File: src/rtl/core/spq_pkg.sv
// shared types, constants and codes of the sorted priority queue
package spq_pkg;

    localparam int QUEUE_DEPTH = 16;
    localparam int ADDR_W      = $clog2(QUEUE_DEPTH);
    localparam int CNT_W       = $clog2(QUEUE_DEPTH + 1);
    localparam int ID_W        = 16;
    localparam int PRI_W       = 8;
    localparam int KIND_W      = 2;
    localparam int STATUS_W    = 2;
    localparam int COUNT_OUT_W = 5;
    localparam int ENTRY_W     = ID_W + PRI_W;

    // operation codes
    localparam logic [KIND_W-1:0] KIND_INSERT = 2'd0;
    localparam logic [KIND_W-1:0] KIND_POP    = 2'd1;
    localparam logic [KIND_W-1:0] KIND_DELETE = 2'd2;

    // result status codes
    localparam logic [STATUS_W-1:0] STATUS_OK        = 2'd0;
    localparam logic [STATUS_W-1:0] STATUS_FULL      = 2'd1;
    localparam logic [STATUS_W-1:0] STATUS_EMPTY     = 2'd2;
    localparam logic [STATUS_W-1:0] STATUS_NOT_FOUND = 2'd3;

    typedef struct packed {
        logic [ID_W-1:0]  id;
        logic [PRI_W-1:0] pri;
    } t_entry;

    typedef struct packed {
        logic [STATUS_W-1:0]    status;
        logic [ID_W-1:0]        rid;
        logic [PRI_W-1:0]       rpri;
        logic [COUNT_OUT_W-1:0] count;
        logic                   empty;
    } t_result;

    typedef struct packed {
        logic              we;
        logic [ADDR_W-1:0] waddr;
        t_entry            wdata;
        logic [ADDR_W-1:0] raddr;
    } t_mem_req;

    typedef enum logic [2:0] {
        ST_IDLE,
        ST_INS_WALK,
        ST_INS_PLACE,
        ST_POP_READ,
        ST_DEL_FIND,
        ST_DEL_SHIFT,
        ST_DONE
    } t_state;

endpackage

File: src/rtl/core/spq_ram.sv
// generic single write port ram with registered read
module spq_ram #(
    parameter int WIDTH = 8,
    parameter int DEPTH = 16
) (
    input  logic                     i_clk,
    input  logic                     i_we,
    input  logic [$clog2(DEPTH)-1:0] i_waddr,
    input  logic [WIDTH-1:0]         i_wdata,
    input  logic [$clog2(DEPTH)-1:0] i_raddr,
    output logic [WIDTH-1:0]         o_rdata
);

    logic [WIDTH-1:0] r_mem [DEPTH];
    logic [WIDTH-1:0] r_rdata;

    always_ff @(posedge i_clk) begin
        if (i_we) begin
            r_mem[i_waddr] <= i_wdata;
        end
        r_rdata <= r_mem[i_raddr];
    end

    assign o_rdata = r_rdata;

endmodule

File: src/rtl/core/spq_ctrl.sv
// sequencer that walks the entry ram for insert, pop and delete
module spq_ctrl (
    input  logic                              i_clk,
    input  logic                              i_rst_n,
    input  logic                              i_in_valid,
    output logic                              o_in_ready,
    input  logic [spq_pkg::KIND_W-1:0]        i_kind,
    input  logic [spq_pkg::ID_W-1:0]          i_id,
    input  logic [spq_pkg::PRI_W-1:0]         i_pri,
    output spq_pkg::t_mem_req                 o_mem,
    input  spq_pkg::t_entry                   i_rdata,
    output logic                              o_res_valid,
    input  logic                              i_res_ready,
    output spq_pkg::t_result                  o_res
);

    localparam int CW = spq_pkg::CNT_W;
    localparam int AW = spq_pkg::ADDR_W;

    spq_pkg::t_state r_state, n_state;
    logic [CW-1:0]                  r_count, n_count;
    logic [AW-1:0]                  r_idx, n_idx;
    logic [spq_pkg::ID_W-1:0]       r_id, n_id;
    logic [spq_pkg::PRI_W-1:0]      r_pri, n_pri;
    logic [spq_pkg::STATUS_W-1:0]   r_status, n_status;
    logic [spq_pkg::ID_W-1:0]       r_rid, n_rid;
    logic [spq_pkg::PRI_W-1:0]      r_rpri, n_rpri;

    logic [CW:0]   idx_p1, idx_p2, cnt_ext;
    logic [CW-1:0] cnt_m1;
    logic [AW-1:0] idx_m1, idx_m2;
    logic          full, empty, last_find, last_shift, shift_up, id_hit;

    assign idx_p1     = {{(CW+1-AW){1'b0}}, r_idx} + 1'b1;
    assign idx_p2     = {{(CW+1-AW){1'b0}}, r_idx} + 2'd2;
    assign cnt_ext    = {1'b0, r_count};
    assign cnt_m1     = r_count - 1'b1;
    assign idx_m1     = r_idx - 1'b1;
    assign idx_m2     = r_idx - 2'd2;
    assign full       = (cnt_ext >= (CW+1)'(spq_pkg::QUEUE_DEPTH));
    assign empty      = (r_count == '0);
    assign last_find  = (idx_p1 >= cnt_ext);
    assign last_shift = (idx_p2 >= cnt_ext);
    assign shift_up   = (i_rdata.pri > r_pri);
    assign id_hit     = (i_rdata.id == r_id);

    // next state
    always_comb begin
        n_state = r_state;
        unique case (r_state)
            spq_pkg::ST_IDLE: begin
                if (i_in_valid) begin
                    case (i_kind)
                        spq_pkg::KIND_INSERT: begin
                            if (full) n_state = spq_pkg::ST_DONE;
                            else if (empty) n_state = spq_pkg::ST_INS_PLACE;
                            else n_state = spq_pkg::ST_INS_WALK;
                        end
                        spq_pkg::KIND_POP: begin
                            n_state = empty ? spq_pkg::ST_DONE : spq_pkg::ST_POP_READ;
                        end
                        spq_pkg::KIND_DELETE: begin
                            n_state = empty ? spq_pkg::ST_DONE : spq_pkg::ST_DEL_FIND;
                        end
                        default: n_state = spq_pkg::ST_DONE;
                    endcase
                end
            end
            spq_pkg::ST_INS_WALK: begin
                if (!shift_up) n_state = spq_pkg::ST_DONE;
                else if (r_idx == AW'(1)) n_state = spq_pkg::ST_INS_PLACE;
            end
            spq_pkg::ST_INS_PLACE: n_state = spq_pkg::ST_DONE;
            spq_pkg::ST_POP_READ:  n_state = spq_pkg::ST_DONE;
            spq_pkg::ST_DEL_FIND: begin
                if (last_find) n_state = spq_pkg::ST_DONE;
                else if (id_hit) n_state = spq_pkg::ST_DEL_SHIFT;
            end
            spq_pkg::ST_DEL_SHIFT: begin
                if (last_shift) n_state = spq_pkg::ST_DONE;
            end
            spq_pkg::ST_DONE: begin
                if (i_res_ready) n_state = spq_pkg::ST_IDLE;
            end
            default: n_state = spq_pkg::ST_IDLE;
        endcase
    end

    // datapath and ram requests
    always_comb begin
        n_count     = r_count;
        n_idx       = r_idx;
        n_id        = r_id;
        n_pri       = r_pri;
        n_status    = r_status;
        n_rid       = r_rid;
        n_rpri      = r_rpri;
        o_mem.we    = 1'b0;
        o_mem.waddr = r_idx;
        o_mem.wdata = '{id: r_id, pri: r_pri};
        o_mem.raddr = '0;
        unique case (r_state)
            spq_pkg::ST_IDLE: begin
                if (i_in_valid) begin
                    n_id     = i_id;
                    n_pri    = i_pri;
                    n_status = spq_pkg::STATUS_OK;
                    n_rid    = '0;
                    n_rpri   = '0;
                    case (i_kind)
                        spq_pkg::KIND_INSERT: begin
                            if (full) begin
                                n_status = spq_pkg::STATUS_FULL;
                            end else begin
                                n_idx       = r_count[AW-1:0];
                                o_mem.raddr = cnt_m1[AW-1:0];
                            end
                        end
                        spq_pkg::KIND_POP: begin
                            if (empty) begin
                                n_status = spq_pkg::STATUS_EMPTY;
                            end else begin
                                o_mem.raddr = cnt_m1[AW-1:0];
                                n_count     = cnt_m1;
                            end
                        end
                        spq_pkg::KIND_DELETE: begin
                            n_idx = '0;
                            if (empty) n_status = spq_pkg::STATUS_NOT_FOUND;
                        end
                        default: ;
                    endcase
                end
            end
            spq_pkg::ST_INS_WALK: begin
                o_mem.we = 1'b1;
                if (shift_up) begin
                    o_mem.wdata = i_rdata;
                    o_mem.raddr = idx_m2;
                    n_idx       = idx_m1;
                end else begin
                    n_count = r_count + 1'b1;
                end
            end
            spq_pkg::ST_INS_PLACE: begin
                o_mem.we = 1'b1;
                n_count  = r_count + 1'b1;
            end
            spq_pkg::ST_POP_READ: begin
                n_rid  = i_rdata.id;
                n_rpri = i_rdata.pri;
            end
            spq_pkg::ST_DEL_FIND: begin
                o_mem.raddr = idx_p1[AW-1:0];
                if (id_hit) begin
                    n_rid  = i_rdata.id;
                    n_rpri = i_rdata.pri;
                    if (last_find) n_count = cnt_m1;
                end else if (last_find) begin
                    n_status = spq_pkg::STATUS_NOT_FOUND;
                end else begin
                    n_idx = idx_p1[AW-1:0];
                end
            end
            spq_pkg::ST_DEL_SHIFT: begin
                // entry idx+1 arrives, moves down one place
                o_mem.we    = 1'b1;
                o_mem.wdata = i_rdata;
                o_mem.raddr = idx_p2[AW-1:0];
                n_idx       = idx_p1[AW-1:0];
                if (last_shift) n_count = cnt_m1;
            end
            spq_pkg::ST_DONE: ;
            default: ;
        endcase
    end

    always_ff @(posedge i_clk) begin
        if (!i_rst_n) begin
            r_state <= spq_pkg::ST_IDLE;
            r_count <= '0;
        end else begin
            r_state <= n_state;
            r_count <= n_count;
        end
        r_idx    <= n_idx;
        r_id     <= n_id;
        r_pri    <= n_pri;
        r_status <= n_status;
        r_rid    <= n_rid;
        r_rpri   <= n_rpri;
    end

    assign o_in_ready   = (r_state == spq_pkg::ST_IDLE);
    assign o_res_valid  = (r_state == spq_pkg::ST_DONE);
    assign o_res.status = r_status;
    assign o_res.rid    = r_rid;
    assign o_res.rpri   = r_rpri;
    assign o_res.count  = spq_pkg::COUNT_OUT_W'(r_count);
    assign o_res.empty  = empty;

endmodule

File: src/rtl/core/spq_out.sv
// output register stage of the result stream
module spq_out (
    input  logic             i_clk,
    input  logic             i_rst_n,
    input  logic             i_valid,
    output logic             o_ready,
    input  spq_pkg::t_result i_res,
    output logic             o_valid,
    input  logic             i_ready,
    output spq_pkg::t_result o_res
);

    logic             r_valid;
    spq_pkg::t_result r_res;

    assign o_ready = !r_valid || i_ready;

    always_ff @(posedge i_clk) begin
        if (!i_rst_n) begin
            r_valid <= 1'b0;
        end else if (o_ready) begin
            r_valid <= i_valid;
        end
        if (o_ready && i_valid) begin
            r_res <= i_res;
        end
    end

    assign o_valid = r_valid;
    assign o_res   = r_res;

endmodule

File: src/rtl/core/sorted_priority_queue_with_delete.sv
// top level of the sorted priority queue with delete by identifier
//
// usage
// - slave stream: one item is one operation; tuser carries the operation
//   (insert, pop tail, delete by identifier), tdata the identifier and the
//   priority. the block takes an item only when it is idle
// - master stream: exactly one result item per operation: status in tuser,
//   popped or deleted entry, new entry count and empty flag in tdata
// - entries sit sorted by ascending priority in one ram with a registered
//   read; the sequencer walks that ram one entry per cycle
// - a pop reads the tail entry; an insert walks from the tail, moving larger
//   entries up one place; a delete searches from the head and then closes
//   the gap; full insert, empty pop or delete and unused kind go straight to the result
// - in the cycle after the result leaves the sequencer the next item can be
//   taken; a new item is not taken while the sequencer still works the last
// - the result goes into an output register; while it waits the block
//   takes and works the next item, and stalls only when a second result
//   is ready and the register is still held by a stalled receiver
// - reset empties the queue at once (count cleared); ram contents are
//   left as they are, since only entries below the count are ever used
module sorted_priority_queue_with_delete (
    input  logic        i_clk,
    input  logic        i_rst_n,
    // input operations
    input  logic        s_axis_tvalid,
    output logic        s_axis_tready,
    input  logic [23:0] s_axis_tdata,  // entry_id[15:0], entry_priority[23:16]
    input  logic [1:0]  s_axis_tuser,  // kind[1:0]
    // results
    output logic        m_axis_tvalid,
    input  logic        m_axis_tready,
    output logic [31:0] m_axis_tdata,  // result_id[15:0], result_priority[23:16],
                                       // entry_count[28:24], is_empty[29], zero[31:30]
    output logic [1:0]  m_axis_tuser   // status[1:0]
);

    spq_pkg::t_mem_req mem_req;
    spq_pkg::t_entry   mem_rdata;
    spq_pkg::t_result  ctrl_res, out_res;
    logic              ctrl_res_valid, out_ready;

    // entry table
    spq_ram #(
        .WIDTH (spq_pkg::ENTRY_W),
        .DEPTH (spq_pkg::QUEUE_DEPTH)
    ) u_ram (
        .i_clk   (i_clk),
        .i_we    (mem_req.we),
        .i_waddr (mem_req.waddr),
        .i_wdata (mem_req.wdata),
        .i_raddr (mem_req.raddr),
        .o_rdata (mem_rdata)
    );

    // operation sequencer
    spq_ctrl u_ctrl (
        .i_clk       (i_clk),
        .i_rst_n     (i_rst_n),
        .i_in_valid  (s_axis_tvalid),
        .o_in_ready  (s_axis_tready),
        .i_kind      (s_axis_tuser),
        .i_id        (s_axis_tdata[15:0]),
        .i_pri       (s_axis_tdata[23:16]),
        .o_mem       (mem_req),
        .i_rdata     (mem_rdata),
        .o_res_valid (ctrl_res_valid),
        .i_res_ready (out_ready),
        .o_res       (ctrl_res)
    );

    // result register toward the receiver
    spq_out u_out (
        .i_clk   (i_clk),
        .i_rst_n (i_rst_n),
        .i_valid (ctrl_res_valid),
        .o_ready (out_ready),
        .i_res   (ctrl_res),
        .o_valid (m_axis_tvalid),
        .i_ready (m_axis_tready),
        .o_res   (out_res)
    );

    assign m_axis_tdata = {2'b00, out_res.empty, out_res.count, out_res.rpri, out_res.rid};
    assign m_axis_tuser = out_res.status;

endmodule
File: config.mk
export PLATFORM = sky130hd
export DESIGN_NAME = sorted_priority_queue_with_delete
export DESIGN_NICKNAME = d
export VERILOG_FILES = /design/src/rtl/core/spq_pkg.sv /design/src/rtl/core/spq_ram.sv /design/src/rtl/core/spq_ctrl.sv /design/src/rtl/core/spq_out.sv /design/src/rtl/core/sorted_priority_queue_with_delete.sv
export SDC_FILE = /design/constraint.sdc
export NUM_CORES = 1
export LEC_CHECK = 0
export BUFFER_PORTS_ARGS = -buffer_cell sky130_fd_sc_hd__buf_2
export CORE_MARGIN = 1
export CORE_UTILIZATION = 45
export CTS_CLUSTER_DIAMETER = 50
export DETAILED_ROUTE_END_ITERATION = 8
export GPL_TIMING_DRIVEN = 0
export SYNTH_ARGS = -nofsm -noshare
export SYNTH_HDL_FRONTEND = slang
export SYNTH_SLANG_ARGS = --single-unit
File: constraint.sdc
create_clock -name i_clk -period 13.25 [get_ports i_clk]
set_input_delay 0.6625 -clock i_clk [delete_from_list [all_inputs] [get_ports i_clk]]
set_output_delay 0.6625 -clock i_clk [all_outputs]
set_load 0.05 [all_outputs]
# == Word-level counts from Yosys, hierarchy flattened ==
# Memories as Yosys holds them, arrays and structs flattened. A register that Yosys moved wholly into a read port is not among the register bits.
# Cells that the tools add are included.
# op_classes
div_mod_pow,0
mux,52
eq_ne,25
mul,0
shifts,0
order_cmp,4
reduce_logical,18
addsub,6
bitwise_logic,0
# ops
op,count
$pmux 16 s3,1
$pmux 24 s2,1
$mux 5,7
$mux 16,2
$mux 4,8
$pmux 4 s4,2
$mux 28,1
$mux 3,9
$pmux 5 s5,1
$pmux 8 s3,1
$pmux 3 s6,1
$eq 16x16->1,1
$mux 8,2
$pmux 4 s2,2
$mux 2,7
$ge 6x5->1,2
$ne 2x2->1 const B,6
$ne 2x1->1 const B,5
$eq 3x3->1 const B,3
$pmux 3 s3,1
$gt 8x8->1,1
$reduce_and 8->1,1
$reduce_and 7->1,1
$eq 3x2->1 const B,2
other kinds (32),37
# totals
ramBits,384
regBits,95
wordCells,120
rom_bits,0
memories,1
latch_bits,0
# mem_list
memory,depth,word_bits,read_ports,rd_clocked_by_memory_dff,write_ports,line,text
u_ram.r_mem,16,24,1,1,1,spq_ram.sv:14,logic [WIDTH-1:0] r_mem [DEPTH];

# == Logic depth before layout (Yosys ltp) ==
# logic_depth
word_depth,6
depth_mapped,13
ltp_nobuf,11

# == Hierarchy ==
# Synthesis repeated with hierarchy kept, for this count alone.
# unflattened
hier_cells,1064
area_unflattened_um2,19924.1
# modules_own_cells
module,area_each_um2,n_inst,cells_per_inst
spq_ram,14930.6,1,636
spq_ctrl,3956.3,1,388
spq_out,1018.5,1,37
sorted_priority_queue_with_delete,18.8,1,3

# == Least setup slack after synthesis ==
# Ideal clock, no wire load.
# synth_path
kind,input-to-reg
from,input s_axis_tvalid
to,"register u_ram.r_rdata[10], in the netlist u_ram.o_rdata[10] (read register of u_ram.r_mem)"
required_ps,13125
arrival_time_ps,5121
n_path_buf,3
setup_slack_ps,8004
stages,11
cell_sequence,nor4b_1 > o2111ai_2 > nand2b_1 > o21ai_2 > or2_1 > buf_6 > buf_6 > clkbuf_1 > nand3_1 > nand3_1 > nand4_1
# synth_between
elab_chain_len,2
# synth_lines
element,line,text
start: declaration,sorted_priority_queue_with_delete.sv:25,"input logic s_axis_tvalid,"
$mux 4,spq_ctrl.sv:104,if (i_in_valid) begin
$pmux 4 s4,spq_ctrl.sv:102,unique case (r_state)
end: declaration,spq_ram.sv:15,logic [WIDTH-1:0] r_rdata;
# No other way between the ends.
# A chain may end at the register's enable or synchronous reset.

# == Final worst setup path ==
# layout_path
from,register u_ctrl.r_pri[1] (netlist bit)
to,"register u_ram.r_rdata[8], in the netlist u_ram.o_rdata[8] (read register of u_ram.r_mem)"
# layout_between
elab_chain_len,3
# layout_lines
element,line,text
start: declaration,spq_ctrl.sv:24,"logic [spq_pkg::PRI_W-1:0] r_pri, n_pri;"
start signal: assignment,spq_ctrl.sv:188,r_pri <= n_pri;
$gt 8x8->1,spq_ctrl.sv:44,assign shift_up = (i_rdata.pri > r_pri);
$mux 28,spq_ctrl.sv:137,if (shift_up) begin
$pmux 4 s4,spq_ctrl.sv:102,
# No other way between the ends.

==> run metrics <==
post-synthesis async set-or-reset flop share=0%; Max-slew headroom=34.0%; H-tree depth=2; wire per inst=22.5 µm; maximum vdd drop=0.131 mV; Endpoint, Worst Hold=u_ctrl.r_id[10]; vias in the first global route=12300; area share of the largest cell type after synthesis=69.2%; dpl hpwl=35300 µm; crit end category=register; top area cells in the synthesized netlist=edfxtp_1, nand2_1, nand3_1; largest net degree at the start of global routing=25; num rows=77; Reg-to-Reg Start=u_ctrl.r_pri[1]; Place WS=9.40 ns; ANT nets after route=0; CTS tree=yes; DRC viols=0; Clock transition at path regs=0.06 ns; Leak Pwr=0.00856 µW; Cells after Synth=1469; Distinct cells, synth=58; Post-CTS Hold Buffers=0; final worst setup slack=9.26 ns; gr ovfl total=0; HP Start=s_axis_tdata[10]; Final Max Tran Viols=0; Synth Flop Type=edfxtp_1; critical path cell sequence=inv_1 -> ha_1 -> nor2b_1 -> o211ai_1 -> a21o_1 -> a21oi_1 -> a31oi_1 -> nor2_1 -> clkbuf_1 -> nand3_1 -> nand4_1; # placed instances=2167; Synth Cell Area=0.0204 mm²; DRT iter0 DRCs=1185; CTS Sinks=503; worst skew pair latency=0.63 ns; first-pass GRT wire length=76800 µm; hold depth=1; I/O Pins=66; most common cell after layout, fill and taps aside=edfxtp_1; maximum clock rate=251 MHz; Yosys warning count=0; Die Width=215 µm; P&R area growth vs syn=16.4%; Final Skew=0.0329 ns; DIE AREA=0.0462 mm²; most frequent cells in the layout=edfxtp_1, nand2_1, nand3_1; Vias/cell=5.59; Yosys top cell by area=edfxtp_1; die height=215 µm; crit path DAT=4.53 ns; post-synthesis register bit count=503; Net count, final=1690; register area share after synthesis=72.4%; via count=12600; Post-CTS Resized=0; Fin. Hold Viols=0; crit path kind=register to register; R2R setup slack=9.26 ns; Multi-input gate area=0.00519 mm²; P per Cell Area=252 mW/mm²; FF+latch area=0.0148 mm²; cell family with most CP delay=simple AND/OR/NAND/NOR gates; Min Clock Period, post-route=3.99 ns; largest fanout on the critical path=10; unrepaired setup endpoints after global routing=no; CTS Buf Count=54; worst slew pin tran=0.987 ns; TNS Setup=0 ns; Clock Path Buffers=3; DR pass1 iterations=5; PortBufs=61; Max-Cap Viols=0; number of diodes=0; Hold Crit Class=input pin to register; crit share post-route=30.1%; CP startpoint kind=register; final setup fails=0; Placer Congestion=0.891; initial antenna violation count=0; Reg-to-Reg End=u_ram.o_rdata[8]; post-CTS setup buffer count=0; Root Buffer=clkbuf_16; Starting Density=45.9%; number of synthesized flops with an enable pin=470; R2R depth=11; Crit path required time=13.79 ns; Worst Path Buf+Inv=2; Mean Syn Cell Area=13.9 µm²; Non-Filler Instances=2264; Worst path max stage delay=0.72 ns; CP max stage cell=nor2_1; Fillers=3635; core area=0.0444 mm²; layout cells sized above 1=15.2%; status=finished clean; Total GRT Usage=22.3%; final WL=51000 µm
[state kept, by name, summed over array words and instances, names as in the netlist]
signal	cells
u_ctrl.r_status	2
u_out.o_valid	1
u_out.o_res	32
u_ram.r_mem	384
u_ctrl.r_state	3
u_ctrl.r_rid	16
u_ctrl.r_id	16
u_ctrl.r_pri	8
u_ram.o_rdata	24
u_ctrl.r_idx	4
u_ctrl.r_count	5
u_ctrl.r_rpri	8
[worst max path at each step]
stage | slack, ns | from | endpoint | cells after the start
after floorplan | 8.00 | s_axis_tvalid | u_ram.o_rdata[10] | 11
after global placement | 5.07 | s_axis_tvalid | u_ram.o_rdata[12] | 9
after detailed placement | 9.40 | u_ctrl.r_idx[0] | u_ctrl.r_idx[0] | 10
after CTS | 9.36 | u_ctrl.r_pri[1] | u_ram.r_mem[8][19] | 12
after global routing | 9.12 | u_ctrl.r_pri[1] | u_ram.o_rdata[12] | 11
final | 9.26 | u_ctrl.r_pri[1] | u_ram.o_rdata[8] | 11
[per-stage QoR]
stage                     area, µm²  util [%]  total power [µW]  hold WS (ns)
final                         23700      53.4              5980         0.224
after global routing          23700      53.4              6290         0.191
after CTS                     23700      53.4              6000         0.189
after detailed placement      22000      49.5              4520         0.405
after global placement        21400      48.3              4430         0.401
after floorplan               20400         -              3670         0.400
[cells by family (layout without fill, tap and decap cells)]
kind of cell | count (synthesis) | after routing | share of synthesized area (%)
AOI/OAI and AO/OA | 188 | 188 | 6.92
xor gates and xnor gates | 29 | 29 | 1.25
adders and majority gates | 29 | 29 | 1.78
buffers and inverters | 114 | 316 | 2.66
DFF | 503 | 503 | 72.4
muxes | 51 | 51 | 2.50
other | 1 | 2 | 0.0184
and+or+nand+nor | 554 | 554 | 12.4
[synthesized netlist by cell type (21+ instances only)]
master    instances
edfxtp_1        470
clkbuf_1         44
inv_1            21
a211o_1          46
o21ai_0          40
dfxtp_1          33
nand2_1         274
mux2i_1          51
a221oi_1         46
xor2_1           23
ha_1             29
nor2_1           28
nand4_1          29
a21oi_1          21
nand3_1         151
buf_2            32
and2_1           25
[where the power goes]
part / internal (µW) / leakage (µW) / switching [µW]
registers: 2110 / 0.00455 / 90.4
clock network: 853 / 0.000858 / 622
logic: 701 / 0.00315 / 1610
total: 3660 / 0.00856 / 2320
[metal layers]
| layer | up-vias | share of wire, % | global-route usage, % |
|---|---|---|---|
| li1 | 5849 | - | - |
| met4 | 0 | 1.9 | 5.50 |
| met3 | 68 | 7.4 | 4.97 |
| met2 | 450 | 47 | 35.3 |
| met5 | - | 0 | 0 |
| met1 | 6278 | 44 | 31.4 |
[area by class of cell]
cell class                      count  area share [%]
Tap cell                          592            3.12
Inverter                           22           0.348
Clock inverter                     26            1.16
Multi-Input combinational cell    853            21.9
Buffer                             92            1.94
Clock buffer                       71            6.26
Sequential cell                   503            62.2
Timing Repair Buffer              105            3.04
No activity file was read; power rests on OpenSTA's default activity.
